$ cat config.mk
export PLATFORM = sky130hd
export DESIGN_NAME = asn1_time_string_parser
export DESIGN_NICKNAME = d
export VERILOG_FILES = /design/src/sv/asn1tp_pkg.sv /design/src/sv/asn1_time_string_parser.sv /design/src/sv/asn1tp_front.sv /design/src/sv/asn1tp_queue.sv /design/src/sv/asn1tp_back.sv
export SDC_FILE = /design/constraint.sdc
export NUM_CORES = 1
export LEC_CHECK = 0
export ABC_CLOCK_PERIOD_IN_PS = 7500
export CORE_UTILIZATION = 40
export CTS_CLUSTER_SIZE = 16
export DETAILED_ROUTE_END_ITERATION = 8
export DONT_BUFFER_PORTS = 1
export PLACE_DENSITY_LB_ADDON = 0.15
export SETUP_SLACK_MARGIN = 0.2
export SLEW_MARGIN = 20
export SYNTH_ARGS = -nofsm -noshare
export SYNTH_HDL_FRONTEND = slang
export SYNTH_SLANG_ARGS = --single-unit
$ cat constraint.sdc
create_clock -name clock -period 7.5 [get_ports clock]
set_input_delay 0.375 -clock clock [delete_from_list [all_inputs] [get_ports clock]]
set_output_delay 0.375 -clock clock [all_outputs]
set_load 0.03 [all_outputs]
$ cat src/sv/asn1tp_pkg.sv
// shared types, constants and helpers of the asn1 time string parser
// no dependencies
`default_nettype none

package asn1tp_pkg;

   localparam int MAX_STRING_LEN = 32;
   localparam int QUEUE_DEPTH    = 2;
   localparam int QPTR_W         = (QUEUE_DEPTH > 1) ? $clog2(QUEUE_DEPTH) : 1;
   localparam int QCNT_W         = $clog2(QUEUE_DEPTH + 1);

   localparam logic [7:0] CH_ZERO  = 8'h30;
   localparam logic [7:0] CH_NINE  = 8'h39;
   localparam logic [7:0] CH_ZULU  = 8'h5A;
   localparam logic [7:0] CH_PLUS  = 8'h2B;
   localparam logic [7:0] CH_MINUS = 8'h2D;
   localparam logic [7:0] CH_DOT   = 8'h2E;

   localparam logic [12:0] DAY_MINUTES = 13'd1440;
   localparam logic [13:0] YEAR_MIN    = 14'd1900;
   localparam logic [13:0] YEAR_MAX    = 14'd9999;

   typedef enum logic [3:0] {
      PH_YEAR_A, PH_YEAR_B, PH_MONTH, PH_DAY, PH_HOUR, PH_MINUTE, PH_SECOND,
      PH_AFTERSEC, PH_FRAC1, PH_FRACN, PH_ZONE_H, PH_ZONE_M, PH_DONE
   } phase_type;

   typedef enum logic [2:0] {
      B_IDLE, B_WRAP, B_SPLIT, B_DATE, B_OUT
   } back_state_type;

   typedef struct packed {
      logic        ok;
      logic [13:0] year;
      logic [3:0]  month;
      logic [4:0]  day;
      logic [4:0]  hour;
      logic [5:0]  minute;
      logic [5:0]  second;
      logic        zone_neg;
      logic [9:0]  zone_mag;
      logic        leap;
   } time_rec_type;

   function automatic logic [4:0] month_days(input logic [3:0] m, input logic leap);
      logic [4:0] d;
      unique case (m)
         4'd2:                      d = leap ? 5'd29 : 5'd28;
         4'd4, 4'd6, 4'd9, 4'd11:   d = 5'd30;
         default:                   d = 5'd31;
      endcase
      return d;
   endfunction

endpackage

`default_nettype wire

$ cat src/sv/asn1_time_string_parser.sv
// Parses ASN.1 UTCTime and GeneralizedTime strings arriving one character per request
// and returns one response per string with the date and time after the zone offset.
// A character is taken every cycle while req_stall is low; req_stall rises only while
// the two-entry record queue is full. The date adjuster takes each string through
// dequeue, offset wrap, hour split by reciprocal multiply, date roll and response hold,
// in that order, and dequeues the next record only once the response has been taken,
// so strings can wait in the queue while it works. Invalid strings return time_valid
// low with all fields zero.
// depends on asn1tp_pkg, asn1tp_front, asn1tp_queue, asn1tp_back
`default_nettype none

module asn1_time_string_parser import asn1tp_pkg::*; (
   input  wire logic        clock,
   input  wire logic        reset,
   input  wire logic        req_valid,
   output logic             req_stall,
   input  wire logic [7:0]  req_text_byte,
   input  wire logic        req_first_of_string,
   input  wire logic        req_last_of_string,
   input  wire logic        req_generalized_format,
   output logic             rsp_valid,
   input  wire logic        rsp_stall,
   output logic             rsp_time_valid,
   output logic [13:0]      rsp_full_year,
   output logic [3:0]       rsp_month_number,
   output logic [4:0]       rsp_day_of_month,
   output logic [4:0]       rsp_hour_value,
   output logic [5:0]       rsp_minute_value,
   output logic [5:0]       rsp_second_value
);

   logic         accept, push, pop, full, empty;
   time_rec_type push_rec, pop_rec;

   assign req_stall = full;
   assign accept    = req_valid && !req_stall;

   asn1tp_front u_front (
      .clock              (clock),
      .reset              (reset),
      .accept             (accept),
      .text_byte          (req_text_byte),
      .first_of_string    (req_first_of_string),
      .last_of_string     (req_last_of_string),
      .generalized_format (req_generalized_format),
      .push               (push),
      .push_rec           (push_rec)
   );

   asn1tp_queue u_queue (
      .clock    (clock),
      .reset    (reset),
      .push     (push),
      .push_rec (push_rec),
      .pop      (pop),
      .pop_rec  (pop_rec),
      .full     (full),
      .empty    (empty)
   );

   asn1tp_back u_back (
      .clock            (clock),
      .reset            (reset),
      .empty            (empty),
      .pop_rec          (pop_rec),
      .pop              (pop),
      .rsp_valid        (rsp_valid),
      .rsp_stall        (rsp_stall),
      .rsp_time_valid   (rsp_time_valid),
      .rsp_full_year    (rsp_full_year),
      .rsp_month_number (rsp_month_number),
      .rsp_day_of_month (rsp_day_of_month),
      .rsp_hour_value   (rsp_hour_value),
      .rsp_minute_value (rsp_minute_value),
      .rsp_second_value (rsp_second_value)
   );

endmodule

`default_nettype wire

$ cat src/sv/asn1tp_front.sv
// character parser: takes one request byte per cycle while accept is high, builds a record per string
// depends on asn1tp_pkg
`default_nettype none

module asn1tp_front import asn1tp_pkg::*; (
   input  wire logic         clock,
   input  wire logic         reset,
   input  wire logic         accept,
   input  wire logic [7:0]   text_byte,
   input  wire logic         first_of_string,
   input  wire logic         last_of_string,
   input  wire logic         generalized_format,
   output logic              push,
   output time_rec_type      push_rec
);

   phase_type   phase_ff, phase_in;
   logic        high_ff, high_in;
   logic [3:0]  hold_ff, hold_in;
   logic [6:0]  cen_ff, cen_in;
   logic [6:0]  lo_ff, lo_in;
   logic [3:0]  month_ff, month_in;
   logic [4:0]  day_ff, day_in;
   logic [4:0]  hour_ff, hour_in;
   logic [5:0]  min_ff, min_in;
   logic [5:0]  sec_ff, sec_in;
   logic [10:0] zone_ff, zone_in;
   logic [5:0]  count_ff, count_in;
   logic        err_ff, err_in;
   logic        fmt_ff, fmt_in;

   always_comb begin : next_state
      logic       dig;
      logic       zn;
      logic       go_zone;
      logic [3:0] dg;
      logic [6:0] n;
      phase_in = phase_ff;
      high_in  = high_ff;
      hold_in  = hold_ff;
      cen_in   = cen_ff;
      lo_in    = lo_ff;
      month_in = month_ff;
      day_in   = day_ff;
      hour_in  = hour_ff;
      min_in   = min_ff;
      sec_in   = sec_ff;
      zone_in  = zone_ff;
      count_in = count_ff;
      err_in   = err_ff;
      fmt_in   = fmt_ff;
      go_zone  = 1'b0;
      if (first_of_string) begin
         phase_in = PH_YEAR_A;
         high_in  = 1'b0;
         hold_in  = '0;
         cen_in   = '0;
         lo_in    = '0;
         month_in = '0;
         day_in   = '0;
         hour_in  = '0;
         min_in   = '0;
         sec_in   = '0;
         zone_in  = '0;
         count_in = '0;
         err_in   = 1'b0;
         fmt_in   = 1'b0;
      end
      if (count_in == 6'd0) fmt_in = generalized_format;
      if (count_in != 6'd63) count_in = count_in + 6'd1;
      if (count_in > 6'(MAX_STRING_LEN)) err_in = 1'b1;
      dig = (text_byte >= CH_ZERO) && (text_byte <= CH_NINE);
      zn  = (text_byte == CH_ZULU) || (text_byte == CH_PLUS) || (text_byte == CH_MINUS);
      dg  = text_byte[3:0];
      n   = 7'(hold_in) * 7'd10 + 7'(dg);
      if (!err_in) begin
         if (phase_in == PH_SECOND && !high_in && zn) begin
            go_zone = 1'b1;
         end else if (phase_in == PH_YEAR_A || phase_in == PH_YEAR_B ||
                      phase_in == PH_MONTH || phase_in == PH_DAY ||
                      phase_in == PH_HOUR || phase_in == PH_MINUTE ||
                      phase_in == PH_SECOND || phase_in == PH_ZONE_H ||
                      phase_in == PH_ZONE_M) begin
            if (!dig) begin
               err_in = 1'b1;
            end else if (!high_in) begin
               hold_in = dg;
               high_in = 1'b1;
            end else begin
               high_in = 1'b0;
               unique case (phase_in)
                  PH_YEAR_A: begin
                     if (fmt_in) begin
                        cen_in   = n;
                        phase_in = PH_YEAR_B;
                     end else begin
                        cen_in   = (n < 7'd50) ? 7'd20 : 7'd19;
                        lo_in    = n;
                        phase_in = PH_MONTH;
                     end
                  end
                  PH_YEAR_B: begin
                     lo_in    = n;
                     phase_in = PH_MONTH;
                  end
                  PH_MONTH: begin
                     if (n < 7'd1 || n > 7'd12) err_in = 1'b1;
                     else begin
                        month_in = n[3:0];
                        phase_in = PH_DAY;
                     end
                  end
                  PH_DAY: begin
                     if (n < 7'd1 || n > 7'd31) err_in = 1'b1;
                     else begin
                        day_in   = n[4:0];
                        phase_in = PH_HOUR;
                     end
                  end
                  PH_HOUR: begin
                     if (n > 7'd23) err_in = 1'b1;
                     else begin
                        hour_in  = n[4:0];
                        phase_in = PH_MINUTE;
                     end
                  end
                  PH_MINUTE: begin
                     if (n > 7'd59) err_in = 1'b1;
                     else begin
                        min_in   = n[5:0];
                        phase_in = PH_SECOND;
                     end
                  end
                  PH_SECOND: begin
                     if (n > 7'd59) err_in = 1'b1;
                     else begin
                        sec_in   = n[5:0];
                        phase_in = PH_AFTERSEC;
                     end
                  end
                  PH_ZONE_H: begin
                     if (n > 7'd12) err_in = 1'b1;
                     else begin
                        zone_in[9:0] = zone_in[9:0] + 10'(n) * 10'd60;
                        phase_in     = PH_ZONE_M;
                     end
                  end
                  PH_ZONE_M: begin
                     if (n > 7'd59) err_in = 1'b1;
                     else begin
                        zone_in[9:0] = zone_in[9:0] + 10'(n);
                        phase_in     = PH_DONE;
                     end
                  end
                  default: err_in = 1'b1;
               endcase
            end
         end else if (phase_in == PH_AFTERSEC) begin
            if (text_byte == CH_DOT && fmt_in) phase_in = PH_FRAC1;
            else if (zn) go_zone = 1'b1;
            else err_in = 1'b1;
         end else if (phase_in == PH_FRAC1) begin
            if (dig) phase_in = PH_FRACN;
            else err_in = 1'b1;
         end else if (phase_in == PH_FRACN) begin
            if (!dig) begin
               if (zn) go_zone = 1'b1;
               else err_in = 1'b1;
            end
         end else begin
            err_in = 1'b1;
         end
      end
      if (go_zone) begin
         if (text_byte == CH_ZULU) begin
            phase_in = PH_DONE;
         end else begin
            zone_in  = {(text_byte == CH_MINUS), 10'd0};
            phase_in = PH_ZONE_H;
         end
      end
   end

   always_comb begin : outputs
      push              = accept && last_of_string;
      push_rec.ok       = !err_in &&
                          (phase_in == PH_AFTERSEC || phase_in == PH_FRACN ||
                           phase_in == PH_DONE) &&
                          (count_in >= (fmt_in ? 6'd13 : 6'd11));
      push_rec.year     = 14'(cen_in) * 14'd100 + 14'(lo_in);
      push_rec.month    = month_in;
      push_rec.day      = day_in;
      push_rec.hour     = hour_in;
      push_rec.minute   = min_in;
      push_rec.second   = sec_in;
      push_rec.zone_neg = zone_in[10];
      push_rec.zone_mag = zone_in[9:0];
      push_rec.leap     = (lo_in == 7'd0) ? (cen_in[1:0] == 2'd0) : (lo_in[1:0] == 2'd0);
   end

   always_ff @(posedge clock) begin
      if (reset || (accept && last_of_string)) begin
         phase_ff <= PH_YEAR_A;
         high_ff  <= 1'b0;
         hold_ff  <= '0;
         cen_ff   <= '0;
         lo_ff    <= '0;
         month_ff <= '0;
         day_ff   <= '0;
         hour_ff  <= '0;
         min_ff   <= '0;
         sec_ff   <= '0;
         zone_ff  <= '0;
         count_ff <= '0;
         err_ff   <= 1'b0;
         fmt_ff   <= 1'b0;
      end else if (accept) begin
         phase_ff <= phase_in;
         high_ff  <= high_in;
         hold_ff  <= hold_in;
         cen_ff   <= cen_in;
         lo_ff    <= lo_in;
         month_ff <= month_in;
         day_ff   <= day_in;
         hour_ff  <= hour_in;
         min_ff   <= min_in;
         sec_ff   <= sec_in;
         zone_ff  <= zone_in;
         count_ff <= count_in;
         err_ff   <= err_in;
         fmt_ff   <= fmt_in;
      end
   end

endmodule

`default_nettype wire

$ cat src/sv/asn1tp_queue.sv
// short record queue between the parser and the date adjuster
// depends on asn1tp_pkg
`default_nettype none

module asn1tp_queue import asn1tp_pkg::*; (
   input  wire logic         clock,
   input  wire logic         reset,
   input  wire logic         push,
   input  wire time_rec_type push_rec,
   input  wire logic         pop,
   output time_rec_type      pop_rec,
   output logic              full,
   output logic              empty
);

   time_rec_type        mem_ff [QUEUE_DEPTH];
   logic [QPTR_W-1:0]   wr_ff, wr_in;
   logic [QPTR_W-1:0]   rd_ff, rd_in;
   logic [QCNT_W-1:0]   cnt_ff, cnt_in;
   logic                do_push, do_pop;

   assign full    = (cnt_ff == QCNT_W'(QUEUE_DEPTH));
   assign empty   = (cnt_ff == '0);
   assign do_push = push && !full;
   assign do_pop  = pop && !empty;
   assign pop_rec = mem_ff[rd_ff];

   always_comb begin
      wr_in  = wr_ff;
      rd_in  = rd_ff;
      cnt_in = cnt_ff;
      if (do_push) wr_in = (wr_ff == QPTR_W'(QUEUE_DEPTH - 1)) ? '0 : wr_ff + 1'b1;
      if (do_pop)  rd_in = (rd_ff == QPTR_W'(QUEUE_DEPTH - 1)) ? '0 : rd_ff + 1'b1;
      if (do_push && !do_pop) cnt_in = cnt_ff + 1'b1;
      else if (do_pop && !do_push) cnt_in = cnt_ff - 1'b1;
   end

   always_ff @(posedge clock) begin
      if (reset) begin
         wr_ff  <= '0;
         rd_ff  <= '0;
         cnt_ff <= '0;
      end else begin
         wr_ff  <= wr_in;
         rd_ff  <= rd_in;
         cnt_ff <= cnt_in;
      end
   end

   always_ff @(posedge clock) begin
      if (do_push) mem_ff[wr_ff] <= push_rec;
   end

endmodule

`default_nettype wire

$ cat src/sv/asn1tp_back.sv
// date adjuster: applies the zone offset, rolls the date by at most one day and drives responses
// depends on asn1tp_pkg
`default_nettype none

module asn1tp_back import asn1tp_pkg::*; (
   input  wire logic         clock,
   input  wire logic         reset,
   input  wire logic         empty,
   input  wire time_rec_type pop_rec,
   output logic              pop,
   output logic              rsp_valid,
   input  wire logic         rsp_stall,
   output logic              rsp_time_valid,
   output logic [13:0]       rsp_full_year,
   output logic [3:0]        rsp_month_number,
   output logic [4:0]        rsp_day_of_month,
   output logic [4:0]        rsp_hour_value,
   output logic [5:0]        rsp_minute_value,
   output logic [5:0]        rsp_second_value
);

   back_state_type state_ff, state_in;
   time_rec_type   rec_ff;
   logic [10:0]    t_ff, t_in;
   logic [1:0]     days_ff, days_in;
   logic [4:0]     hq_ff;
   logic [21:0]    prod;
   logic           load_rec, load_wrap, load_split, load_out;

   logic           ov_in, ov_ff;
   logic [13:0]    oy_in, oy_ff;
   logic [3:0]     om_in, om_ff;
   logic [4:0]     od_in, od_ff;
   logic [4:0]     oh_in, oh_ff;
   logic [5:0]     omi_in, omi_ff;
   logic [5:0]     os_in, os_ff;

   always_comb begin : next_state
      state_in = state_ff;
      unique case (state_ff)
         B_IDLE:  if (!empty) state_in = B_WRAP;
         B_WRAP:  state_in = B_SPLIT;
         B_SPLIT: state_in = B_DATE;
         B_DATE:  state_in = B_OUT;
         B_OUT:   if (!rsp_stall) state_in = B_IDLE;
         default: state_in = B_IDLE;
      endcase
   end

   always_comb begin : outputs
      pop        = (state_ff == B_IDLE) && !empty;
      load_rec   = pop;
      load_wrap  = (state_ff == B_WRAP);
      load_split = (state_ff == B_SPLIT);
      load_out   = (state_ff == B_DATE);
      rsp_valid  = (state_ff == B_OUT);
   end

   // minutes of day plus signed offset, wrapped by one day
   always_comb begin : wrap
      logic [12:0] tsum;
      tsum = 13'(rec_ff.hour) * 13'd60 + 13'(rec_ff.minute);
      if (rec_ff.zone_neg) tsum = tsum - 13'(rec_ff.zone_mag);
      else tsum = tsum + 13'(rec_ff.zone_mag);
      days_in = 2'b00;
      if (tsum[12]) begin
         tsum    = tsum + DAY_MINUTES;
         days_in = 2'b11;
      end else if (tsum >= DAY_MINUTES) begin
         tsum    = tsum - DAY_MINUTES;
         days_in = 2'b01;
      end
      t_in = tsum[10:0];
   end

   // floor(t / 60) exact for t below one day
   assign prod = 22'(t_ff) * 22'd1093;

   always_comb begin : date_roll
      logic [6:0]  e;
      logic [4:0]  len;
      logic [13:0] y;
      logic [3:0]  m;
      logic [4:0]  d;
      logic [11:0] mins;
      logic        ok;
      e    = 7'(rec_ff.day) - 7'd1 + {{5{days_ff[1]}}, days_ff};
      len  = month_days(rec_ff.month, rec_ff.leap);
      y    = rec_ff.year;
      m    = rec_ff.month;
      d    = rec_ff.day;
      mins = 12'(t_ff) - 12'(hq_ff) * 12'd60;
      ok   = rec_ff.ok;
      if (rec_ff.zone_mag != 10'd0) begin
         if (e[6]) begin
            if (rec_ff.month == 4'd1) begin
               m = 4'd12;
               y = rec_ff.year - 14'd1;
            end else begin
               m = rec_ff.month - 4'd1;
            end
            d = month_days(m, rec_ff.leap);
         end else if (e[5:0] >= 6'(len)) begin
            d = 5'(e[5:0] - 6'(len) + 6'd1);
            if (rec_ff.month == 4'd12) begin
               m = 4'd1;
               y = rec_ff.year + 14'd1;
            end else begin
               m = rec_ff.month + 4'd1;
            end
         end else begin
            d = 5'(e[5:0] + 6'd1);
         end
         ok = ok && (y >= YEAR_MIN) && (y <= YEAR_MAX);
      end
      ov_in = ok;
      if (ok) begin
         oy_in  = y;
         om_in  = m;
         od_in  = d;
         oh_in  = (rec_ff.zone_mag != 10'd0) ? hq_ff : rec_ff.hour;
         omi_in = (rec_ff.zone_mag != 10'd0) ? mins[5:0] : rec_ff.minute;
         os_in  = rec_ff.second;
      end else begin
         oy_in  = '0;
         om_in  = '0;
         od_in  = '0;
         oh_in  = '0;
         omi_in = '0;
         os_in  = '0;
      end
   end

   always_ff @(posedge clock) begin
      if (reset) state_ff <= B_IDLE;
      else state_ff <= state_in;
   end

   always_ff @(posedge clock) begin
      if (load_rec) rec_ff <= pop_rec;
      if (load_wrap) begin
         t_ff    <= t_in;
         days_ff <= days_in;
      end
      if (load_split) hq_ff <= prod[20:16];
      if (load_out) begin
         ov_ff  <= ov_in;
         oy_ff  <= oy_in;
         om_ff  <= om_in;
         od_ff  <= od_in;
         oh_ff  <= oh_in;
         omi_ff <= omi_in;
         os_ff  <= os_in;
      end
   end

   assign rsp_time_valid   = ov_ff;
   assign rsp_full_year    = oy_ff;
   assign rsp_month_number = om_ff;
   assign rsp_day_of_month = od_ff;
   assign rsp_hour_value   = oh_ff;
   assign rsp_minute_value = omi_ff;
   assign rsp_second_value = os_ff;

endmodule

`default_nettype wire

After elaboration in Yosys (flattened, before gate mapping)
Memories as Yosys holds them, arrays and structs flattened. A register that Yosys moved wholly into a read port is not among the register bits.
Cells that the tools add are included.
- register bits: 134
- latch bits: 0
- bits in writable memories: 106
- ROM bits: 0
- bits of input ports: 15
- output and inout bits: 43
- word-level logic and storage cells: 332
- memories kept: 1
- memory list (memory ; depth ; width ; read ports ; clocked after Yosys merged registers in ; write ports ; line ; text):
    u_queue.mem_ff ; 2 ; 53 ; 1 ; 1 ; 1 ; asn1tp_queue.sv:16 ; time_rec_type mem_ff [QUEUE_DEPTH];
- add/sub/neg operators: 24
- $mul: 6
- divide/modulo/power cells: 0
- magnitude comparators: 14
- equality and inequality tests: 38
- shifts and indexed selects: 0
- multiplexer cells: 171
- bitwise logic cells: 0
- reduce and logical (&&, ||, !) cells: 50
- operators by type and width (kind ; count):
    two-way mux 4 bit ; 39
    two-way mux 6 bit ; 19
    two-way mux 7 bit ; 15
    two-way mux 5 bit ; 20
    two-way mux 14 bit ; 6
    two-way mux 10 bit ; 7
    two-way mux 11 bit ; 5
    == test 4 bit, second input constant ; 11
    two-way mux 1 bit ; 44
    == test 4 x 3 -> 1 bit, second input constant ; 9
    case mux 4 bit (9 select lines) ; 1
    == test 8 x 6 -> 1 bit, second input constant ; 3
    multiplier 11 x 11 -> 21 bit, second input constant ; 1
    case mux 10 bit (2 select lines) ; 1
    case mux 5 bit (2 select lines) ; 2
    == test 4 x 2 -> 1 bit, second input constant ; 4
    logical AND 1 bit ; 15
    logical OR 1 bit ; 15
    two-way mux 3 bit ; 5
    case mux 3 bit (5 select lines) ; 1
    adder 14 x 1 -> 14 bit, second input constant ; 1
    adder 14 x 7 -> 14 bit ; 1
    >= comparator 14 x 11 -> 1 bit, second input constant ; 1
    > comparator 7 x 5 -> 1 bit, second input constant ; 2
    other kinds (60) ; 75

Logic depth before layout (Yosys ltp)
- depth after elaboration: 19
- mapped depth: 33

Hierarchy
Synthesis repeated with hierarchy kept, for this count alone.
- cell total of the unflattened synthesis: 1961
- area, all modules: 20191.9 um2
- by module, submodules not included (module ; times used ; cells an instance ; area an instance (um2) ; sequential area each (um2)):
    asn1tp_back ; 1 ; 824 ; 8889.8 ; 3423.3
    asn1tp_front ; 1 ; 946 ; 7255.7 ; 1361.3
    asn1tp_queue ; 1 ; 190 ; 4032.6 ; 3283.1
    asn1_time_string_parser ; 1 ; 1 ; 13.8 ; 0.0

Least setup slack after synthesis
Ideal clock, no wire load.
- path kind: input -> register
- start: input port req_first_of_string
- end: memory u_queue.mem_ff[0][51] (netlist name), data pin
- arrival: 7282 ps
- data required time: 7236 ps
- slack: -46 ps
- stages on the path: 30
- cell sequence: buf_2 -> clkbuf_1 -> buf_1 -> clkbuf_1 -> buf_1 -> clkbuf_1 -> nor2_1 -> ha_1 -> xnor2_1 -> inv_1 -> ha_1 -> a21oi_1 -> nor2_1 -> nor3_1 -> a211oi_1 -> a21oi_1 -> inv_1 -> ha_1 -> ha_1 -> ha_1 -> inv_1 -> fa_1 -> inv_1 -> a21oi_1 -> o21bai_1 -> xnor2_1 -> nor3_1 -> nand3_1 -> xnor2_1 -> xnor2_1
- RTL lines (what ; line ; text):
    start: declaration ; asn1_time_string_parser.sv:18 ; input wire logic req_first_of_string,
    end: declaration ; asn1tp_queue.sv:16 ;

==> results by group <==
Outcome
  • Status: completed

Critical path
  • Worst R2R Path Depth: 26
  • CP Class: flip-flop to flip-flop
  • Critical path launch point type: flip-flop
  • Worst r2r src: u_front.hold_ff[0]
  • R2r setup slk: 1.21 ns
  • WP data arrival: 6.56 ns
  • Crit. End Element: flip-flop
  • Worst R2R End: u_queue.mem_ff[1][51]
  • Critical Path Max Stage Delay: 0.58 ns
  • Worst-path fanout max: 9
  • Slowest-stage cell, CP: fa_1
  • Critical path data required time: 7.77 ns
  • Most frequent CP cell: inv_1

Floorplanning
  • Full die area: 50780 µm²
  • Die width: 225.4 µm
  • # IOs: 58
  • DIE HEIGHT: 225.4 µm
  • FP Rows: 81
  • Core area: 49050 µm²
  • Initial core utilization: 40.68%

Clocking
  • CTS Sinks: 293
  • Root Driver: clkbuf_16
  • Clock latency on the worst-skew pair: 0.56 ns
  • Inserted Clock Buffers: 35
  • CTS tree: yes
  • CTS Buffer Depth: 3
  • Clock transition at path regs: 0.06 ns
  • H-tree depth: 2

STA
  • Rel. slew slack: 22.30%
  • Crit path time final: 6.291 ns
  • Final Cycle Share: 83.88%
  • Max Fclk: 159.0 MHz
  • Layout Skew: 0.03094 ns
  • RSZ-0062 raised after global routing: no
  • Max-slew violations: 0
  • Setup TNS: 0 ns
  • Worst-Margin Slew: 1.163 ns
  • Final hold viol count: 0
  • Worst hold margin: 0.06564 ns
  • Final setup viols: 0

Synthesis
  • Cells after Synth: 2009
  • Post-Synth Simple-Gate Area: 15.89%
  • Synthesized area: 19950 µm²
  • Synth Flop Type: edfxtp_1
  • Post-synth net total: 2249
  • Post-synthesis mux area share: 3.969%
  • Syn_area_per_cell: 9.932 µm²
  • Seq/Total Area, Yosys: 40.33%
  • Largest family of logic cells by synthesized area: simple AND/OR/NAND/NOR gates
  • Xor/xnor cell area share of the yosys netlist: 5.342%
  • Synth Area in Compound Gates: 14.52%
  • Synth unique cells: 101
  • Synth Area in Adders: 15.35%
  • Flops & latches, synth: 293
  • EDFF count, synth: 218
  • Async SR Flop Fraction: 0%
  • Synth warn: 0

Route
  • DRC: 0
  • DR pass1 iterations: 7
  • Vias: 14430
  • Routed WL: 47680 µm
  • Final ANT Viol Nets: 0
  • Drt via density: 5.399
  • Routed len/inst: 17.84 µm
  • Initial DRC count: 865

Placed design
  • Placed cell area: 20600 µm²
  • HPWL Detailed: 34850 µm
  • # port buffers: 0
  • Final Wtd Congestion: 0.8907

Layout
  • # fillers: 4730
  • Post-route cell area: 21770 µm²
  • Utilization after layout: 44.39%
  • Layout Nets: 2224
  • Synthesis-to-finish area growth: 9.111%
  • Layout cells sized above 1: 8.910%
  • # diodes: 0

Flow run
  • Max cap viols: 0

Global route
  • Largest net degree at the start of global routing: 81
  • Vias in the first global route: 13970
  • Antenna violations before repair: 1
  • GRT overflow: 0
  • GRT Overall Usage: 18.99%
  • First-pass GRT wire length: 76250 µm

Min path
  • Worst min path class: input port to flip-flop
  • Hold Crit Start: req_text_byte[0]
  • Hold path depth: 2
  • Hold Path Sink: u_front.min_ff[0]
-- synth_stat cells (11+ instances only) --
| cell | instances | area, µm² |
|---|---|---|
| a211oi_1 | 38 | 285.3 |
| a21o_1 | 32 | 240.2 |
| a21oi_1 | 119 | 595.6 |
| a22oi_1 | 12 | 90.09 |
| a31oi_1 | 12 | 75.07 |
| and2_1 | 13 | 81.33 |
| and3_1 | 21 | 131.4 |
| buf_1 | 12 | 45.04 |
| clkbuf_1 | 62 | 232.7 |
| dfxtp_1 | 75 | 1501 |
| edfxtp_1 | 218 | 6546 |
| fa_1 | 33 | 660.6 |
| ha_1 | 192 | 2402 |
| inv_1 | 139 | 521.8 |
| mux2_2 | 57 | 641.9 |
| mux2i_1 | 15 | 150.1 |
| nand2_1 | 175 | 656.9 |
| nand2b_1 | 22 | 137.6 |
| nand3_1 | 35 | 175.2 |
| nor2_1 | 166 | 623.1 |
| nor2b_1 | 35 | 219.0 |
| nor3_1 | 82 | 410.4 |
| nor3b_1 | 17 | 127.6 |
| nor4_1 | 13 | 81.33 |
| o21a_1 | 13 | 97.59 |
| o21ai_0 | 71 | 355.3 |
| o21bai_1 | 11 | 82.58 |
| o22ai_1 | 11 | 68.82 |
| or3_1 | 15 | 93.84 |
| xnor2_1 | 76 | 665.6 |
| xor2_1 | 42 | 367.9 |
-- area by class of cell --
type / count / area (µm²) / area share [%]
clock buffer: 48 / 954.7 / 4.385
clock inverter: 14 / 151.4 / 0.6954
inverter: 143 / 538.0 / 2.471
multi-input combinational: 1483 / 11020 / 50.63
sequential: 293 / 8049 / 36.97
tap: 664 / 830.8 / 3.816
timing repair buffer: 28 / 225.2 / 1.034
-- layer usage --
metal / share of wire [%] / wire [µm] / vias to the layer above / GRT usage [%]
li1: - / - / 7191 / -
met1: 49 / 23570 / 6888 / 26.64
met2: 44 / 21000 / 274 / 29.64
met3: 4.0 / 1916 / 77 / 3.259
met4: 2.5 / 1171 / 2 / 6.057
met5: 0.036 / 17 / - / 0
-- logic make-up (layout without fill, tap and decap cells) --
| family | count (synthesis) | count (layout) |
|---|---|---|
| simple gates | 645 | 645 |
| compound gates | 421 | 421 |
| flops | 293 | 293 |
| buf+inv | 233 | 233 |
| fa+ha+maj | 225 | 225 |
| xor+xnor | 120 | 120 |
| mux | 72 | 72 |
-- layout by cell type (no fill, tap or decap), types with 8 or more instances in the layout --
cell and n:
nand2b_1 21, o21a_1 13, a21oi_1 119, xor2_1 42, nor4_1 13, clkbuf_16 35
o211ai_1 9, clkbuf_1 10, buf_4 22, inv_1 138, a21o_1 32, ha_1 192
clkinv_2 8, a211oi_1 38, and2_1 12, dfxtp_1 74, nand2_1 174, nor2b_1 35
fa_1 33, nor3b_1 16, a22oi_1 12, a31oi_1 12, nor2_1 165, edfxtp_1 218
mux2_2 57, or3_1 15, o21ai_0 71, nand3_1 35, xnor2_1 75, and3_1 20
mux2i_1 15, nor3_1 82, o21bai_1 11, o22ai_1 11, nand4_1 9
-- critical path: cells and delay by family (launching register included) --
family,cells,cell delay (ns)
adders and majority gates,6,2.10
DFF,1,0.39
xor gates and xnor gates,3,0.45
buffers and inverters,5,0.46
AOI/OAI and AO/OA,5,1.02
and+or+nand+nor,7,1.61
-- state kept, by name, indices dropped and copies added, names as in the netlist, 7 cells and up --
register              flops
u_queue.mem_ff          106
u_front.cen_ff            7
u_back.rec_ff            53
u_front.lo_ff             7
u_front.zone_ff          11
u_back.t_ff              11
u_back.rsp_full_year     14
-- how the worst max path moves through the flow --
stage / slack, ns / start / end
after floorplan: 0.34 / req_first_of_string / u_queue.mem_ff[0][51]
after global placement: 1.10 / req_first_of_string / u_queue.mem_ff[0][51]
after detailed placement: 0.97 / req_first_of_string / u_queue.mem_ff[0][51]
after CTS: 1.19 / u_front.hold_ff[0] / u_queue.mem_ff[0][51]
after global routing: 0.75 / u_front.hold_ff[0] / u_queue.mem_ff[0][51]
final: 1.21 / u_front.hold_ff[0] / u_queue.mem_ff[1][51]
-- stage by stage --
step	worst slack, ns	instances
after floorplan	0.3380	2009
after global placement	1.098	2605
after detailed placement	0.9699	2605
after CTS	1.185	2673
after global routing	0.7509	2673
final	1.209	2673
-- timing repair --
action | 4_1_cts | 5_1_grt
setup buffers | 0 | 0
hold buffers | 6 | 0
resized for setup | 0 | 0
setup endpoints to repair | 0 | 0
endpoints found under the hold margin | 11 | 0
Power is left out: the tool's default activity adds up to more than one toggle a clock period on the data nets, which glitch-free logic cannot reach.
